[src/hw/rtl/sha256_message_digest_defines.svh]
`ifndef SHA256_MESSAGE_DIGEST_DEFINES_SVH
`define SHA256_MESSAGE_DIGEST_DEFINES_SVH

// The consequent must hold in the same cycle as the antecedent.
`define SHA_ASSERT_SAME(name, ante, cons) \
  name: assert property (@(posedge clk_i) disable iff (!rst_ni) (ante) |-> (cons)) \
    else $error("sha256 check failed");

// The consequent must hold in the cycle after the antecedent.
`define SHA_ASSERT_NEXT(name, ante, cons) \
  name: assert property (@(posedge clk_i) disable iff (!rst_ni) (ante) |=> (cons)) \
    else $error("sha256 check failed");

`endif

[src/hw/rtl/sha_pkg.sv]
package sha_pkg;

  localparam int unsigned WORD_W = 32;
  localparam int unsigned BYTE_W = 8;
  localparam int unsigned LEN_W  = 61;

  typedef logic [WORD_W-1:0] word_t;

  localparam word_t ROUND_K [64] = '{
    32'h428a2f98, 32'h71374491, 32'hb5c0fbcf, 32'he9b5dba5,
    32'h3956c25b, 32'h59f111f1, 32'h923f82a4, 32'hab1c5ed5,
    32'hd807aa98, 32'h12835b01, 32'h243185be, 32'h550c7dc3,
    32'h72be5d74, 32'h80deb1fe, 32'h9bdc06a7, 32'hc19bf174,
    32'he49b69c1, 32'hefbe4786, 32'h0fc19dc6, 32'h240ca1cc,
    32'h2de92c6f, 32'h4a7484aa, 32'h5cb0a9dc, 32'h76f988da,
    32'h983e5152, 32'ha831c66d, 32'hb00327c8, 32'hbf597fc7,
    32'hc6e00bf3, 32'hd5a79147, 32'h06ca6351, 32'h14292967,
    32'h27b70a85, 32'h2e1b2138, 32'h4d2c6dfc, 32'h53380d13,
    32'h650a7354, 32'h766a0abb, 32'h81c2c92e, 32'h92722c85,
    32'ha2bfe8a1, 32'ha81a664b, 32'hc24b8b70, 32'hc76c51a3,
    32'hd192e819, 32'hd6990624, 32'hf40e3585, 32'h106aa070,
    32'h19a4c116, 32'h1e376c08, 32'h2748774c, 32'h34b0bcb5,
    32'h391c0cb3, 32'h4ed8aa4a, 32'h5b9cca4f, 32'h682e6ff3,
    32'h748f82ee, 32'h78a5636f, 32'h84c87814, 32'h8cc70208,
    32'h90befffa, 32'ha4506ceb, 32'hbef9a3f7, 32'hc67178f2
  };

  localparam word_t INIT_HASH [8] = '{
    32'h6a09e667, 32'hbb67ae85, 32'h3c6ef372, 32'ha54ff53a,
    32'h510e527f, 32'h9b05688c, 32'h1f83d9ab, 32'h5be0cd19
  };

  localparam logic [BYTE_W-1:0] PAD_BYTE = 8'h80;

  // Word slots of the block store used by the padding sequence, then the last byte position, round and digest index.
  localparam logic [3:0] LAST_ZERO_WORD = 4'd13;
  localparam logic [3:0] LEN_HI_WORD    = 4'd14;
  localparam logic [3:0] LEN_LO_WORD    = 4'd15;
  localparam logic [5:0] LAST_BYTE_POS  = 6'd63;
  localparam logic [5:0] LAST_ROUND     = 6'd63;
  localparam logic [2:0] LAST_DIGEST    = 3'd7;

  typedef enum logic [3:0] {
    ST_IDLE,
    ST_PAD,
    ST_ZERO,
    ST_LEN_HI,
    ST_LEN_LO,
    ST_LOAD,
    ST_ROUND,
    ST_FINAL,
    ST_DONE
  } ctrl_state_e;

  // Where the sequencer goes once a compression has been folded in.
  typedef enum logic [1:0] {
    RET_IDLE,
    RET_PAD,
    RET_ZERO,
    RET_OUT
  } ret_e;

  typedef enum logic [1:0] {
    PH_READ0,
    PH_READ1,
    PH_SCHED,
    PH_ROUND
  } phase_e;

  typedef struct packed {
    logic       en;
    logic [3:0] addr;
    word_t      data;
  } mem_wr_t;

  typedef struct packed {
    logic       load;
    logic       sched;
    logic       step;
    logic       fold;
    logic       start_out;
    logic [5:0] idx;
    phase_e     phase;
  } round_ctl_t;

  function automatic word_t rotr(word_t x, int unsigned n);
    return (x >> n) | (x << (WORD_W - n));
  endfunction

  function automatic word_t small_sigma0(word_t x);
    return rotr(x, 7) ^ rotr(x, 18) ^ (x >> 3);
  endfunction

  function automatic word_t small_sigma1(word_t x);
    return rotr(x, 17) ^ rotr(x, 19) ^ (x >> 10);
  endfunction

  function automatic word_t big_sigma0(word_t x);
    return rotr(x, 2) ^ rotr(x, 13) ^ rotr(x, 22);
  endfunction

  function automatic word_t big_sigma1(word_t x);
    return rotr(x, 6) ^ rotr(x, 11) ^ rotr(x, 25);
  endfunction

endpackage

[src/hw/rtl/sha_if.sv]
interface sha_byte_if;
  logic                            valid;
  logic                            ready;
  logic [sha_pkg::BYTE_W-1:0]      byte_value;
  logic                            byte_present;
  logic                            end_of_message;

  modport source (
    output valid, byte_value, byte_present, end_of_message,
    input  ready
  );

  modport sink (
    input  valid, byte_value, byte_present, end_of_message,
    output ready
  );
endinterface

interface sha_digest_if;
  logic          valid;
  logic          ready;
  sha_pkg::word_t digest_word;
  logic [2:0]    word_index;
  logic          last_word;

  modport source (
    output valid, digest_word, word_index, last_word,
    input  ready
  );

  modport sink (
    input  valid, digest_word, word_index, last_word,
    output ready
  );
endinterface

[src/hw/rtl/sha_sched.sv]
module sha_sched (
  input  logic                clk_i,
  input  sha_pkg::round_ctl_t rctl_i,
  input  sha_pkg::mem_wr_t    wr_i,
  output sha_pkg::word_t      w_o
);

  sha_pkg::word_t mem_q [16];
  sha_pkg::word_t rd_a_q, rd_b_q;
  sha_pkg::word_t w16_q, w15_q, w_q;
  logic [3:0]     rd_a_addr, rd_b_addr;
  logic [3:0]     slot;
  sha_pkg::word_t w_d;

  assign slot = rctl_i.idx[3:0];

  // The store is a rolling window of the schedule: slot t holds W[t], later W[t+16].
  always_comb begin
    if (rctl_i.phase == sha_pkg::PH_READ0) begin
      rd_a_addr = slot;
      rd_b_addr = slot + 4'd1;
    end else begin
      rd_a_addr = slot + 4'd9;
      rd_b_addr = slot + 4'd14;
    end
  end

  always_ff @(posedge clk_i) begin
    if (wr_i.en) begin
      mem_q[wr_i.addr] <= wr_i.data;
    end else if (rctl_i.step && (rctl_i.idx[5:4] != 2'b00)) begin
      mem_q[slot] <= w_q;
    end
    rd_a_q <= mem_q[rd_a_addr];
    rd_b_q <= mem_q[rd_b_addr];
  end

  always_comb begin
    if (rctl_i.idx[5:4] == 2'b00) begin
      w_d = w16_q;
    end else begin
      w_d = w16_q + sha_pkg::small_sigma0(w15_q) + rd_a_q + sha_pkg::small_sigma1(rd_b_q);
    end
  end

  always_ff @(posedge clk_i) begin
    if (rctl_i.phase == sha_pkg::PH_READ1) begin
      w16_q <= rd_a_q;
      w15_q <= rd_b_q;
    end
    if (rctl_i.sched) begin
      w_q <= w_d;
    end
  end

  assign w_o = w_q;

endmodule

[src/hw/rtl/sha_core.sv]
module sha_core (
  input  logic                clk_i,
  input  logic                rst_ni,
  input  sha_pkg::round_ctl_t rctl_i,
  input  sha_pkg::word_t      w_i,
  output logic                drain_o,
  output logic                out_valid_o,
  input  logic                out_ready_i,
  output sha_pkg::word_t      digest_word_o,
  output logic [2:0]          word_index_o,
  output logic                last_word_o
);

  sha_pkg::word_t chain_q [8];
  sha_pkg::word_t work_q [8];
  sha_pkg::word_t work_d [8];
  sha_pkg::word_t k_q;
  sha_pkg::word_t t1, t2, ch, maj;
  logic           drain_q;
  logic [2:0]     oidx_q;
  logic           out_acc;

  assign out_acc = drain_q && out_ready_i;

  always_comb begin
    ch  = (work_q[4] & work_q[5]) ^ (~work_q[4] & work_q[6]);
    maj = (work_q[0] & work_q[1]) ^ (work_q[0] & work_q[2]) ^ (work_q[1] & work_q[2]);
    t1  = work_q[7] + sha_pkg::big_sigma1(work_q[4]) + ch + k_q + w_i;
    t2  = sha_pkg::big_sigma0(work_q[0]) + maj;
    work_d[0] = t1 + t2;
    work_d[1] = work_q[0];
    work_d[2] = work_q[1];
    work_d[3] = work_q[2];
    work_d[4] = work_q[3] + t1;
    work_d[5] = work_q[4];
    work_d[6] = work_q[5];
    work_d[7] = work_q[6];
  end

  always_ff @(posedge clk_i) begin
    if (rctl_i.sched) begin
      k_q <= sha_pkg::ROUND_K[rctl_i.idx];
    end
    if (rctl_i.load) begin
      work_q <= chain_q;
    end else if (rctl_i.step) begin
      work_q <= work_d;
    end
  end

  // The chain returns to the initial hash once the last digest word is taken.
  always_ff @(posedge clk_i or negedge rst_ni) begin
    if (!rst_ni) begin
      chain_q <= sha_pkg::INIT_HASH;
      drain_q <= 1'b0;
      oidx_q  <= 3'd0;
    end else begin
      if (rctl_i.fold) begin
        for (int i = 0; i < 8; i++) begin
          chain_q[i] <= chain_q[i] + work_q[i];
        end
      end
      if (rctl_i.start_out) begin
        drain_q <= 1'b1;
        oidx_q  <= 3'd0;
      end else if (out_acc) begin
        oidx_q <= oidx_q + 3'd1;
        if (oidx_q == sha_pkg::LAST_DIGEST) begin
          drain_q <= 1'b0;
          chain_q <= sha_pkg::INIT_HASH;
        end
      end
    end
  end

  assign drain_o       = drain_q;
  assign out_valid_o   = drain_q;
  assign digest_word_o = chain_q[oidx_q];
  assign word_index_o  = oidx_q;
  assign last_word_o   = (oidx_q == sha_pkg::LAST_DIGEST);

endmodule

[src/hw/rtl/sha_ctrl.sv]
`include "sha256_message_digest_defines.svh"

module sha_ctrl (
  input  logic                       clk_i,
  input  logic                       rst_ni,
  input  logic                       in_valid_i,
  output logic                       in_ready_o,
  input  logic [sha_pkg::BYTE_W-1:0] byte_value_i,
  input  logic                       byte_present_i,
  input  logic                       end_of_message_i,
  input  logic                       drain_i,
  output sha_pkg::mem_wr_t           mem_wr_o,
  output sha_pkg::round_ctl_t        rctl_o
);

  sha_pkg::ctrl_state_e      state_q, state_d;
  sha_pkg::ret_e             ret_q, ret_d;
  sha_pkg::phase_e           phase_q, phase_d;
  logic [5:0]                fill_q, fill_d;
  logic [23:0]               acc_q, acc_d;
  logic [sha_pkg::LEN_W-1:0] len_q, len_d;
  logic [3:0]                zw_q, zw_d;
  logic                      extra_q, extra_d;
  logic [5:0]                round_q, round_d;
  logic                      in_acc;
  logic [3:0]                fill_word;
  sha_pkg::word_t            pad_word;

  assign in_ready_o = (state_q == sha_pkg::ST_IDLE) && !drain_i;
  assign in_acc     = in_valid_i && in_ready_o;
  assign fill_word  = fill_q[5:2];

  // The 0x80 marker follows the bytes already gathered into the open word.
  always_comb begin
    case (fill_q[1:0])
      2'd0:    pad_word = {sha_pkg::PAD_BYTE, 24'h0};
      2'd1:    pad_word = {acc_q[7:0], sha_pkg::PAD_BYTE, 16'h0};
      2'd2:    pad_word = {acc_q[15:0], sha_pkg::PAD_BYTE, 8'h0};
      2'd3:    pad_word = {acc_q[23:0], sha_pkg::PAD_BYTE};
      default: pad_word = '0;
    endcase
  end

  always_comb begin
    state_d = state_q;
    case (state_q)
      sha_pkg::ST_IDLE: begin
        if (in_acc) begin
          if (byte_present_i && (fill_q == sha_pkg::LAST_BYTE_POS)) begin
            state_d = sha_pkg::ST_LOAD;
          end else if (end_of_message_i) begin
            state_d = sha_pkg::ST_PAD;
          end
        end
      end
      sha_pkg::ST_PAD: begin
        if (fill_word == sha_pkg::LEN_LO_WORD) begin
          state_d = sha_pkg::ST_LOAD;
        end else if (fill_word == sha_pkg::LAST_ZERO_WORD) begin
          state_d = sha_pkg::ST_LEN_HI;
        end else begin
          state_d = sha_pkg::ST_ZERO;
        end
      end
      sha_pkg::ST_ZERO: begin
        if (extra_q) begin
          state_d = sha_pkg::ST_LOAD;
        end else if (zw_q == sha_pkg::LAST_ZERO_WORD) begin
          state_d = sha_pkg::ST_LEN_HI;
        end
      end
      sha_pkg::ST_LEN_HI: state_d = sha_pkg::ST_LEN_LO;
      sha_pkg::ST_LEN_LO: state_d = sha_pkg::ST_LOAD;
      sha_pkg::ST_LOAD:   state_d = sha_pkg::ST_ROUND;
      sha_pkg::ST_ROUND: begin
        if ((round_q == sha_pkg::LAST_ROUND) && (phase_q == sha_pkg::PH_ROUND)) begin
          state_d = sha_pkg::ST_FINAL;
        end
      end
      sha_pkg::ST_FINAL: begin
        case (ret_q)
          sha_pkg::RET_IDLE: state_d = sha_pkg::ST_IDLE;
          sha_pkg::RET_PAD:  state_d = sha_pkg::ST_PAD;
          sha_pkg::RET_ZERO: state_d = sha_pkg::ST_ZERO;
          sha_pkg::RET_OUT:  state_d = sha_pkg::ST_DONE;
          default:           state_d = sha_pkg::ST_IDLE;
        endcase
      end
      sha_pkg::ST_DONE: state_d = sha_pkg::ST_IDLE;
      default:          state_d = sha_pkg::ST_IDLE;
    endcase
  end

  always_comb begin
    ret_d    = ret_q;
    phase_d  = phase_q;
    fill_d   = fill_q;
    acc_d    = acc_q;
    len_d    = len_q;
    zw_d     = zw_q;
    extra_d  = extra_q;
    round_d  = round_q;
    mem_wr_o = '0;
    rctl_o   = '0;
    rctl_o.idx   = round_q;
    rctl_o.phase = phase_q;
    case (state_q)
      sha_pkg::ST_IDLE: begin
        if (in_acc && byte_present_i) begin
          if (fill_q[1:0] == 2'd3) begin
            mem_wr_o.en   = 1'b1;
            mem_wr_o.addr = fill_word;
            mem_wr_o.data = {acc_q, byte_value_i};
          end
          acc_d  = {acc_q[15:0], byte_value_i};
          fill_d = fill_q + 6'd1;
          len_d  = len_q + {{(sha_pkg::LEN_W-1){1'b0}}, 1'b1};
          ret_d  = end_of_message_i ? sha_pkg::RET_PAD : sha_pkg::RET_IDLE;
        end
      end
      sha_pkg::ST_PAD: begin
        mem_wr_o.en   = 1'b1;
        mem_wr_o.addr = fill_word;
        mem_wr_o.data = pad_word;
        // A padding word in the final slot wraps the zero pointer to the next block.
        zw_d    = fill_word + 4'd1;
        extra_d = (fill_word == sha_pkg::LEN_HI_WORD);
        ret_d   = sha_pkg::RET_ZERO;
      end
      sha_pkg::ST_ZERO: begin
        mem_wr_o.en   = 1'b1;
        mem_wr_o.addr = zw_q;
        zw_d          = zw_q + 4'd1;
        if (extra_q) begin
          extra_d = 1'b0;
          ret_d   = sha_pkg::RET_ZERO;
        end
      end
      sha_pkg::ST_LEN_HI: begin
        mem_wr_o.en   = 1'b1;
        mem_wr_o.addr = sha_pkg::LEN_HI_WORD;
        mem_wr_o.data = len_q[sha_pkg::LEN_W-1:29];
      end
      sha_pkg::ST_LEN_LO: begin
        mem_wr_o.en   = 1'b1;
        mem_wr_o.addr = sha_pkg::LEN_LO_WORD;
        mem_wr_o.data = {len_q[28:0], 3'b000};
        ret_d         = sha_pkg::RET_OUT;
      end
      sha_pkg::ST_LOAD: begin
        rctl_o.load = 1'b1;
        round_d     = 6'd0;
        phase_d     = sha_pkg::PH_READ0;
      end
      sha_pkg::ST_ROUND: begin
        phase_d      = sha_pkg::phase_e'(phase_q + 2'd1);
        rctl_o.sched = (phase_q == sha_pkg::PH_SCHED);
        rctl_o.step  = (phase_q == sha_pkg::PH_ROUND);
        if (phase_q == sha_pkg::PH_ROUND) begin
          round_d = round_q + 6'd1;
        end
      end
      sha_pkg::ST_FINAL: begin
        rctl_o.fold = 1'b1;
      end
      sha_pkg::ST_DONE: begin
        rctl_o.start_out = 1'b1;
        fill_d           = 6'd0;
        len_d            = '0;
      end
      default: begin
        fill_d = fill_q;
      end
    endcase
  end

  always_ff @(posedge clk_i or negedge rst_ni) begin
    if (!rst_ni) begin
      state_q <= sha_pkg::ST_IDLE;
      ret_q   <= sha_pkg::RET_IDLE;
      phase_q <= sha_pkg::PH_READ0;
      fill_q  <= 6'd0;
      len_q   <= '0;
      zw_q    <= 4'd0;
      extra_q <= 1'b0;
      round_q <= 6'd0;
    end else begin
      state_q <= state_d;
      ret_q   <= ret_d;
      phase_q <= phase_d;
      fill_q  <= fill_d;
      len_q   <= len_d;
      zw_q    <= zw_d;
      extra_q <= extra_d;
      round_q <= round_d;
    end
  end

  always_ff @(posedge clk_i) begin
    acc_q <= acc_d;
  end

  `SHA_ASSERT_NEXT(a_load_starts_rounds, state_q == sha_pkg::ST_LOAD, (state_q == sha_pkg::ST_ROUND) && (round_q == 6'd0) && (phase_q == sha_pkg::PH_READ0))
  `SHA_ASSERT_NEXT(a_last_round_folds, (state_q == sha_pkg::ST_ROUND) && (round_q == sha_pkg::LAST_ROUND) && (phase_q == sha_pkg::PH_ROUND), state_q == sha_pkg::ST_FINAL)
  `SHA_ASSERT_SAME(a_no_compress_while_drain, drain_i, (state_q != sha_pkg::ST_LOAD) && (state_q != sha_pkg::ST_ROUND) && (state_q != sha_pkg::ST_FINAL))
  `SHA_ASSERT_NEXT(a_length_then_final, state_q == sha_pkg::ST_LEN_LO, (state_q == sha_pkg::ST_LOAD) && (ret_q == sha_pkg::RET_OUT))

endmodule

[src/hw/rtl/sha256_message_digest.sv]
// A byte item is taken while the block is idle; a byte that fills a 64-byte block
// starts a compression (load, 64 rounds, fold); each round reads the single schedule
// memory through its two ports, then schedules a word and steps the working state.
// A final item adds padding writes, one or two compressions, a start of the output
// and eight digest words at one per cycle while the sink is ready; no input is
// taken until the last digest word is accepted. Reset is asynchronous, active low:
// it restores the initial hash and clears the counters; the block store is not cleared.
module sha256_message_digest (
  input  logic          clk_i,
  input  logic          rst_ni,
  sha_byte_if.sink      in_i,
  sha_digest_if.source  out_o
);

  sha_pkg::mem_wr_t    mem_wr;
  sha_pkg::round_ctl_t rctl;
  sha_pkg::word_t      sched_w;
  logic                drain;

  sha_ctrl u_ctrl (
    .clk_i            (clk_i),
    .rst_ni           (rst_ni),
    .in_valid_i       (in_i.valid),
    .in_ready_o       (in_i.ready),
    .byte_value_i     (in_i.byte_value),
    .byte_present_i   (in_i.byte_present),
    .end_of_message_i (in_i.end_of_message),
    .drain_i          (drain),
    .mem_wr_o         (mem_wr),
    .rctl_o           (rctl)
  );

  sha_sched u_sched (
    .clk_i  (clk_i),
    .rctl_i (rctl),
    .wr_i   (mem_wr),
    .w_o    (sched_w)
  );

  sha_core u_core (
    .clk_i         (clk_i),
    .rst_ni        (rst_ni),
    .rctl_i        (rctl),
    .w_i           (sched_w),
    .drain_o       (drain),
    .out_valid_o   (out_o.valid),
    .out_ready_i   (out_o.ready),
    .digest_word_o (out_o.digest_word),
    .word_index_o  (out_o.word_index),
    .last_word_o   (out_o.last_word)
  );

endmodule

[src/flat_wrapper.sv]
// flat-port wrapper written by rule: the top's interface ports become plain ports
module sha256_message_digest_flat 
  (clk_i, rst_ni, in_i_valid, in_i_byte_value, in_i_byte_present, in_i_end_of_message, in_i_ready, out_o_valid, out_o_digest_word, out_o_word_index, out_o_last_word, out_o_ready);
  sha_byte_if in_i_i ();
  sha_digest_if out_o_i ();
  input  logic clk_i;
  input  logic rst_ni;
  input wire logic [$bits(in_i_i.valid)-1:0] in_i_valid;
  input wire logic [$bits(in_i_i.byte_value)-1:0] in_i_byte_value;
  input wire logic [$bits(in_i_i.byte_present)-1:0] in_i_byte_present;
  input wire logic [$bits(in_i_i.end_of_message)-1:0] in_i_end_of_message;
  output wire logic [$bits(in_i_i.ready)-1:0] in_i_ready;
  output wire logic [$bits(out_o_i.valid)-1:0] out_o_valid;
  output wire logic [$bits(out_o_i.digest_word)-1:0] out_o_digest_word;
  output wire logic [$bits(out_o_i.word_index)-1:0] out_o_word_index;
  output wire logic [$bits(out_o_i.last_word)-1:0] out_o_last_word;
  input wire logic [$bits(out_o_i.ready)-1:0] out_o_ready;
  assign in_i_i.valid = in_i_valid;
  assign in_i_i.byte_value = in_i_byte_value;
  assign in_i_i.byte_present = in_i_byte_present;
  assign in_i_i.end_of_message = in_i_end_of_message;
  assign in_i_ready = in_i_i.ready;
  assign out_o_valid = out_o_i.valid;
  assign out_o_digest_word = out_o_i.digest_word;
  assign out_o_word_index = out_o_i.word_index;
  assign out_o_last_word = out_o_i.last_word;
  assign out_o_i.ready = out_o_ready;
  sha256_message_digest u_core (.clk_i(clk_i), .rst_ni(rst_ni), .in_i(in_i_i), .out_o(out_o_i));
endmodule
[config.mk]
export PLATFORM = sky130hd
export DESIGN_NAME = sha256_message_digest_flat
export DESIGN_NICKNAME = d
export VERILOG_FILES = /design/src/hw/rtl/sha_pkg.sv /design/src/hw/rtl/sha_if.sv /design/src/hw/rtl/sha_sched.sv /design/src/hw/rtl/sha_core.sv /design/src/hw/rtl/sha_ctrl.sv /design/src/hw/rtl/sha256_message_digest.sv /design/src/flat_wrapper.sv
export VERILOG_INCLUDE_DIRS = /design/src /design/src/hw/rtl
export SDC_FILE = /design/constraint.sdc
export NUM_CORES = 2
export LEC_CHECK = 0
export BUFFER_PORTS_ARGS = -buffer_cell sky130_fd_sc_hd__buf_2
export CAP_MARGIN = 15
export CORE_ASPECT_RATIO = 0.5
export CORE_UTILIZATION = 50
export CTS_BUF_LIST = sky130_fd_sc_hd__clkbuf_2 sky130_fd_sc_hd__clkbuf_4 sky130_fd_sc_hd__clkbuf_8
export DETAILED_ROUTE_END_ITERATION = 6
export HOLD_SLACK_MARGIN = 0.08
export PLACE_DENSITY = 0.68
export SLEW_MARGIN = 5
export SYNTH_ARGS = -nofsm -noshare
export SYNTH_HDL_FRONTEND = slang
export SYNTH_SLANG_ARGS = --single-unit
[constraint.sdc]
create_clock -name clk_i -period 7.61 [get_ports clk_i]
set_input_delay 1.522 -clock clk_i [delete_from_list [all_inputs] [get_ports clk_i]]
set_output_delay 1.522 -clock clk_i [all_outputs]
set_load 0.01 [all_outputs]
# == Yosys cells after proc, flatten, opt, wreduce, memory -nomap -nowiden ==
# Memories as Yosys holds them, arrays and structs flattened. A register that Yosys moved wholly into a read port is not among the register bits.
# Cells that the tools add are included.
# op_classes
add_sub_neg,28
multipliers,0
n_div,0
n_lt_le_gt_ge,1
eq_ne,31
shifts,0
mux,57
n_bitwise,29
reduce_logical,28
# op_table
op,n
two-way mux 256 bit,6
adder 32 bit,18
XOR 32 bit,9
case mux 32 bit (4 select lines),2
bitwise AND 32 bit,5
two-way mux 32 bit,4
case mux 61 bit (2 select lines),1
binary-select mux 32 bit (select 3 bit),1
two-way mux 37 bit,2
"adder 61 x 1 -> 61 bit, second input constant",1
two-way mux 61 bit,1
two-way mux 4 bit,9
inverter 32 bit,1
bitwise OR 10 x 32 -> 32 bit,1
bitwise OR 13 x 32 -> 32 bit,1
bitwise OR 14 x 32 -> 32 bit,1
bitwise OR 15 x 32 -> 32 bit,1
bitwise OR 19 x 32 -> 32 bit,1
bitwise OR 21 x 32 -> 32 bit,1
bitwise OR 25 x 32 -> 32 bit,1
bitwise OR 26 x 32 -> 32 bit,1
bitwise OR 30 x 32 -> 32 bit,1
bitwise OR 7 x 32 -> 32 bit,1
case mux 4 bit (8 select lines),1
other kinds (43),103
# totals
reg_bits,722
latch_bits,0
mem_bits_rw,512
mem_bits_ro,2048
input_bits,14
memories,2
# mem_list
memory,depth,width,rd,rd_ports_with_merged_regs,write_ports,line,source
(name not given),64,32,1,1,0,sha_core.sv:42,k_q <= sha_pkg::ROUND_K[rctl_i.idx];
u_core.u_sched.mem_q,16,32,2,2,1,sha_sched.sv:8,sha_pkg::word_t mem_q [16];

# == Depth between registers and ports, before layout ==
# logic_depth
depth_word,10
depth_mapped,34

# == Cells and area by module ==
# From an unflattened synthesis, not the netlist that was laid out.
# unflattened
cells_unflattened,7570
area_unflattened_um2,87016.0
# modules_own_cells
module,instances,cells_per_inst,area_per_inst_um2,seq_area_each_um2
sha_core,1,5006,47787.1,15324.7
sha_sched,1,1853,32651.3,19538.7
sha_ctrl,1,711,6577.6,2872.8

# == Worst setup path after synthesis ==
# OpenSTA, ideal clock, no wires.
# synth_timing
kind,register to register
startpoint,register u_core.u_core.work_q (netlist bit u_core.u_core.work_d[66])
endpoint,"register u_core.u_core.work_q (netlist bit u_core.u_core.work_d[223]), data pin"
setup_time_ns,0.258
arrival_time_ns,6.803
t_required_ns,7.352
setup_slack_ns,0.549
path_stages_with_launch,35
period_less_slack_ns,7.061
path_cell_list,edfxtp_1 -> clkbuf_1 -> mux2i_1 -> fa_1 -> inv_1 -> fa_1 -> inv_1 -> fa_1 -> inv_1 -> ha_1 -> a21o_1 -> a21oi_2 -> nor2b_1 -> o311a_1 -> a21o_1 -> a221oi_2 -> o21ai_0 -> a21o_1 -> a21oi_1 -> xnor2_1 -> inv_1 -> fa_1 -> inv_1 -> ha_1 -> and3_1 -> nand3_1 -> nor2_1 -> a221oi_1 -> o211a_1 -> a21bo_2 -> a21oi_1 -> a311oi_1 -> o21bai_1 -> xnor3_1 -> o21ai_1
# synth_via
elab_chain_cells,10
word_cells_on_any_way,16
# synth_lines
item,line,source
from (decl),sha_core.sv:15,sha_pkg::word_t work_q [8];
from (signal assigned),sha_core.sv:45,work_q <= chain_q;
from (signal assigned),sha_core.sv:47,work_q <= work_d;
bitwise OR 21 x 32 -> 32 bit or bitwise OR 26 x 32 -> 32 bit (tied branches),sha_pkg.sv:87,return (x >> n) | (x << (WORD_W - n));
XOR 32 bit (2 in a row),sha_pkg.sv:103,"return rotr(x, 6) ^ rotr(x, 11) ^ rotr(x, 25);"
adder 32 bit,sha_core.sv:28,t1 = work_q[7] + sha_pkg::big_sigma1(work_q[4]) + ch + k_q + w_i;
adder 32 bit * (3 in a row),sha_core.sv:28,
adder 32 bit *,sha_core.sv:30,work_d[0] = t1 + t2;
two-way mux 256 bit *,sha_core.sv:46,end else if (rctl_i.step) begin
two-way mux 256 bit *,sha_core.sv:44,if (rctl_i.load) begin
# Every way passes the cells marked *; elsewhere a longest branch is shown, timed or not. The select of a mux whose other input is x is not followed.
# A chain may end at the register's enable or synchronous reset.

# == Worst setup path in the final report ==
# layout_timing
startpoint,register u_core.u_core.work_q (netlist bit u_core.u_core.work_d[77])
endpoint,"register u_core.u_core.work_q (netlist bit u_core.u_core.work_d[223]), data pin"
# The elaborated chain is that of the path after synthesis.

==> flow_summary.ini <==
[outcome]
status = complete, but fails checks
failed_checks = DRC

[worst_setup_path]
cp.arrival_ns = 8.06
worst-path-buf-inv = 6
crit_start = u_core.u_core.work_d[77]
worst_ep_required_time_ns = 8.34
cpMaxStageDelayCell = fa_1
critical_path_class = register to register
worst_setup_path_end_kind = register
crit_fanout = 6
reg2reg_setup_slack_ns = 0.29
ff2ff_path_depth = 33
reg2reg_from = u_core.u_core.work_d[77]
worstReg2RegEnd = u_core.u_core.work_d[223]
path_delay_family = adder cells
slowest_delay_ns = 0.51
crit_path_frequent_cell = inv_1
path_depth = 33
start_kind = register

[hold_path]
hold_class = register to register
min_from = u_core.u_sched.rd_a_q[0]
whs_path_depth = 0
min_to = u_core.u_sched.w16_q[0]

[final_layout]
fill_cells = 14380
drive_above_1_share_pct = 17.94
regArea_mm2 = 0.03776
final_common_cell = edfxtp_1
most-common-layout-cells = 920 x edfxtp_1, 748 x nand2_1, 551 x a21oi_1
area_growth_syn_to_layout_pct = 8.793
multi_input_area_mm2 = 0.04540
layout.nets = 8183

[job]
cap_viol_max_count = 0

[global_route]
grt_pass1_wl_um = 387800
grt-ovfl-total = 0
grt_max_degree = 186
grt_usage_pct = 29.81
grt_pass1_vias = 60520
antenna_found_initial = 15

[drt]
wl_per_cell_um = 26.20
via_per_inst = 6.303
wl_met3_um = 24350
dr.pass1.iters = 7
wl_um = 262700
highest_layer = met5
wl_met2_um = 117000
drc = 7
antenna_left = 0
drt_iter0_markers = 7100
wl_met1_um = 110900
num_vias = 63210

[timing]
setup_viol = 0
fin_crit_sh_pct = 96.23
relSlewSlack_pct = 17.56
final.setup_skew_ns = 0.07474
fmax_mhz = 136.6
period_minus_slack_ns = 7.323
fin_setup_tns_ns = 0
slew_violations = 0
worst_pin_slew_ns = 1.234
hold_violations = 0
rsz0062_at_grt = yes

[synth]
synth_seq_cells = 1330
netlist_instances = 7559
synthFlopType = edfxtp_1
avgSynthCellArea_um2 = 11.35
seq_area_frac_synth_pct = 43.97
async_reset_ff_share_pct = 26.02
synth_fp_nets = 8176
ys_warn_count = 0
ys_types = 114
synth_edf_count = 920
syn_area_mm2 = 0.08582

[clock_network]
cts_sinks = 1330
ctsHtreeMaxLevel = 4
clk_path_buf_depth = 4
cts_tree = yes
clk_pin_slew_worst_paths_ns = 0.08
cts_buffers = 207
clkLatencyLatePin_ns = 0.97
cts_root_buf = clkbuf_8

[floorplan]
row_count = 107
core_area_mm2 = 0.1703
io-pin-count = 52
die_w_um = 587.9
dieArea_mm2 = 0.1734
die_y_um = 295.0
initial_core_util_pct = 50.40

[placement]
dpl.hpwl_um = 186100
gp_congestion = 0.9785
io_buffer_count = 51
-- cell families (layout without fill, tap and decap cells) --
kind of cell             count (synthesis)  in the layout  synth area share [%]
buffers and inverters                  795            971                 3.531
AO/OA/AOI/OAI                         1851           1851                 13.78
adder cells (fa/ha/maj)                605            605                 10.52
multiplexers                           634            634                 12.54
other                                    0              5                     0
AND/OR/NAND/NOR                       1715           1715                 9.194
XOR/XNOR                               629            629                 6.461
flip-flops                            1330           1330                 43.97
-- sequential cells by signal (all words and copies together) (netlist names), 6 cells and up --
name,cells
u_core.u_sched.mem_q,512
u_core.u_core.k_q,32
u_core.u_sched.rd_b_q,32
u_core.u_core.work_q,64
u_core.u_ctrl.acc_q,24
u_core.u_ctrl.len_q,61
u_core.u_ctrl.fill_q,6
u_core.u_sched.w_o,32
u_core.u_sched.w15_q,32
u_core.u_sched.w16_q,32
u_core.u_ctrl.round_q,6
u_core.u_core.chain_q,256
u_core.u_sched.rd_a_q,32
u_core.u_core.work_d,192
-- routing by layer --
layer / global-route usage (%) / up-vias
met2: 46.08 / 3240
met4: 11.00 / 8
met3: 5.390 / 523
met1: 42.20 / 31490
met5: 0 / -
li1: - / 27950
-- synth_stat cells (81+ instances only) --
master | number | area, µm²
dfrtp_1 | 210 | 5255
fa_1 | 195 | 3904
xnor2_1 | 401 | 3512
edfxtp_1 | 920 | 27630
dfstp_2 | 136 | 3573
ha_1 | 408 | 5105
nand2_1 | 748 | 2808
o211ai_1 | 93 | 698.2
a31oi_1 | 81 | 506.7
nor2_1 | 365 | 1370
a211oi_1 | 111 | 833.3
nor2b_1 | 90 | 563.0
a21oi_1 | 555 | 2778
mux4_2 | 329 | 7410
xor2_1 | 225 | 1971
a21o_1 | 196 | 1471
mux2_2 | 241 | 2714
clkbuf_1 | 318 | 1194
nand3_1 | 122 | 610.6
o21ai_0 | 395 | 1977
inv_1 | 413 | 1550
-- metrics by stage --
stage                     util [%]  instance area, µm²  instances  worst slack (ns)  hold WS (ns)
after detailed placement     52.18               88860       9644            0.1371        0.4623
after global placement       52.18               88860       9644            0.1641        0.4615
final                        54.83               93370      10030            0.2870        0.4594
after CTS                    54.75               93240      10020            0.1082        0.4593
after global routing         54.82               93360      10030          -0.05970        0.4704
after floorplan                  -               85820       7559            0.5493        0.4290
-- area by class of cell --
class	instances	share of cell area [%]
Multi-Input combinational cell	5434	48.63
Sequential cell	1330	40.44
Clock buffer	335	4.382
Tap cell	2289	3.067
Inverter	414	1.672
Timing Repair Buffer	179	1.487
Clock inverter	43	0.3096
Antenna cell	5	0.01340
-- worst max path at each step --
stage	end	slack, ns
floorplan	u_core.u_core.work_d[223]	0.55
global placement	u_core.u_core.work_d[223]	0.16
detailed placement	u_core.u_core.work_d[223]	0.14
CTS	u_core.u_core.work_d[223]	0.11
global route	u_core.u_core.work_d[223]	-0.06
finish	u_core.u_core.work_d[223]	0.29
-- timing repair --
item,4_1_cts,5_1_grt
endpoints found under the setup margin,0,4
gates resized for setup,0,16
hold buffers,0,0
buffers inserted,0,1
Power is left out: the tool's default activity adds up to more than one toggle a clock period on the data nets, which glitch-free logic cannot reach.
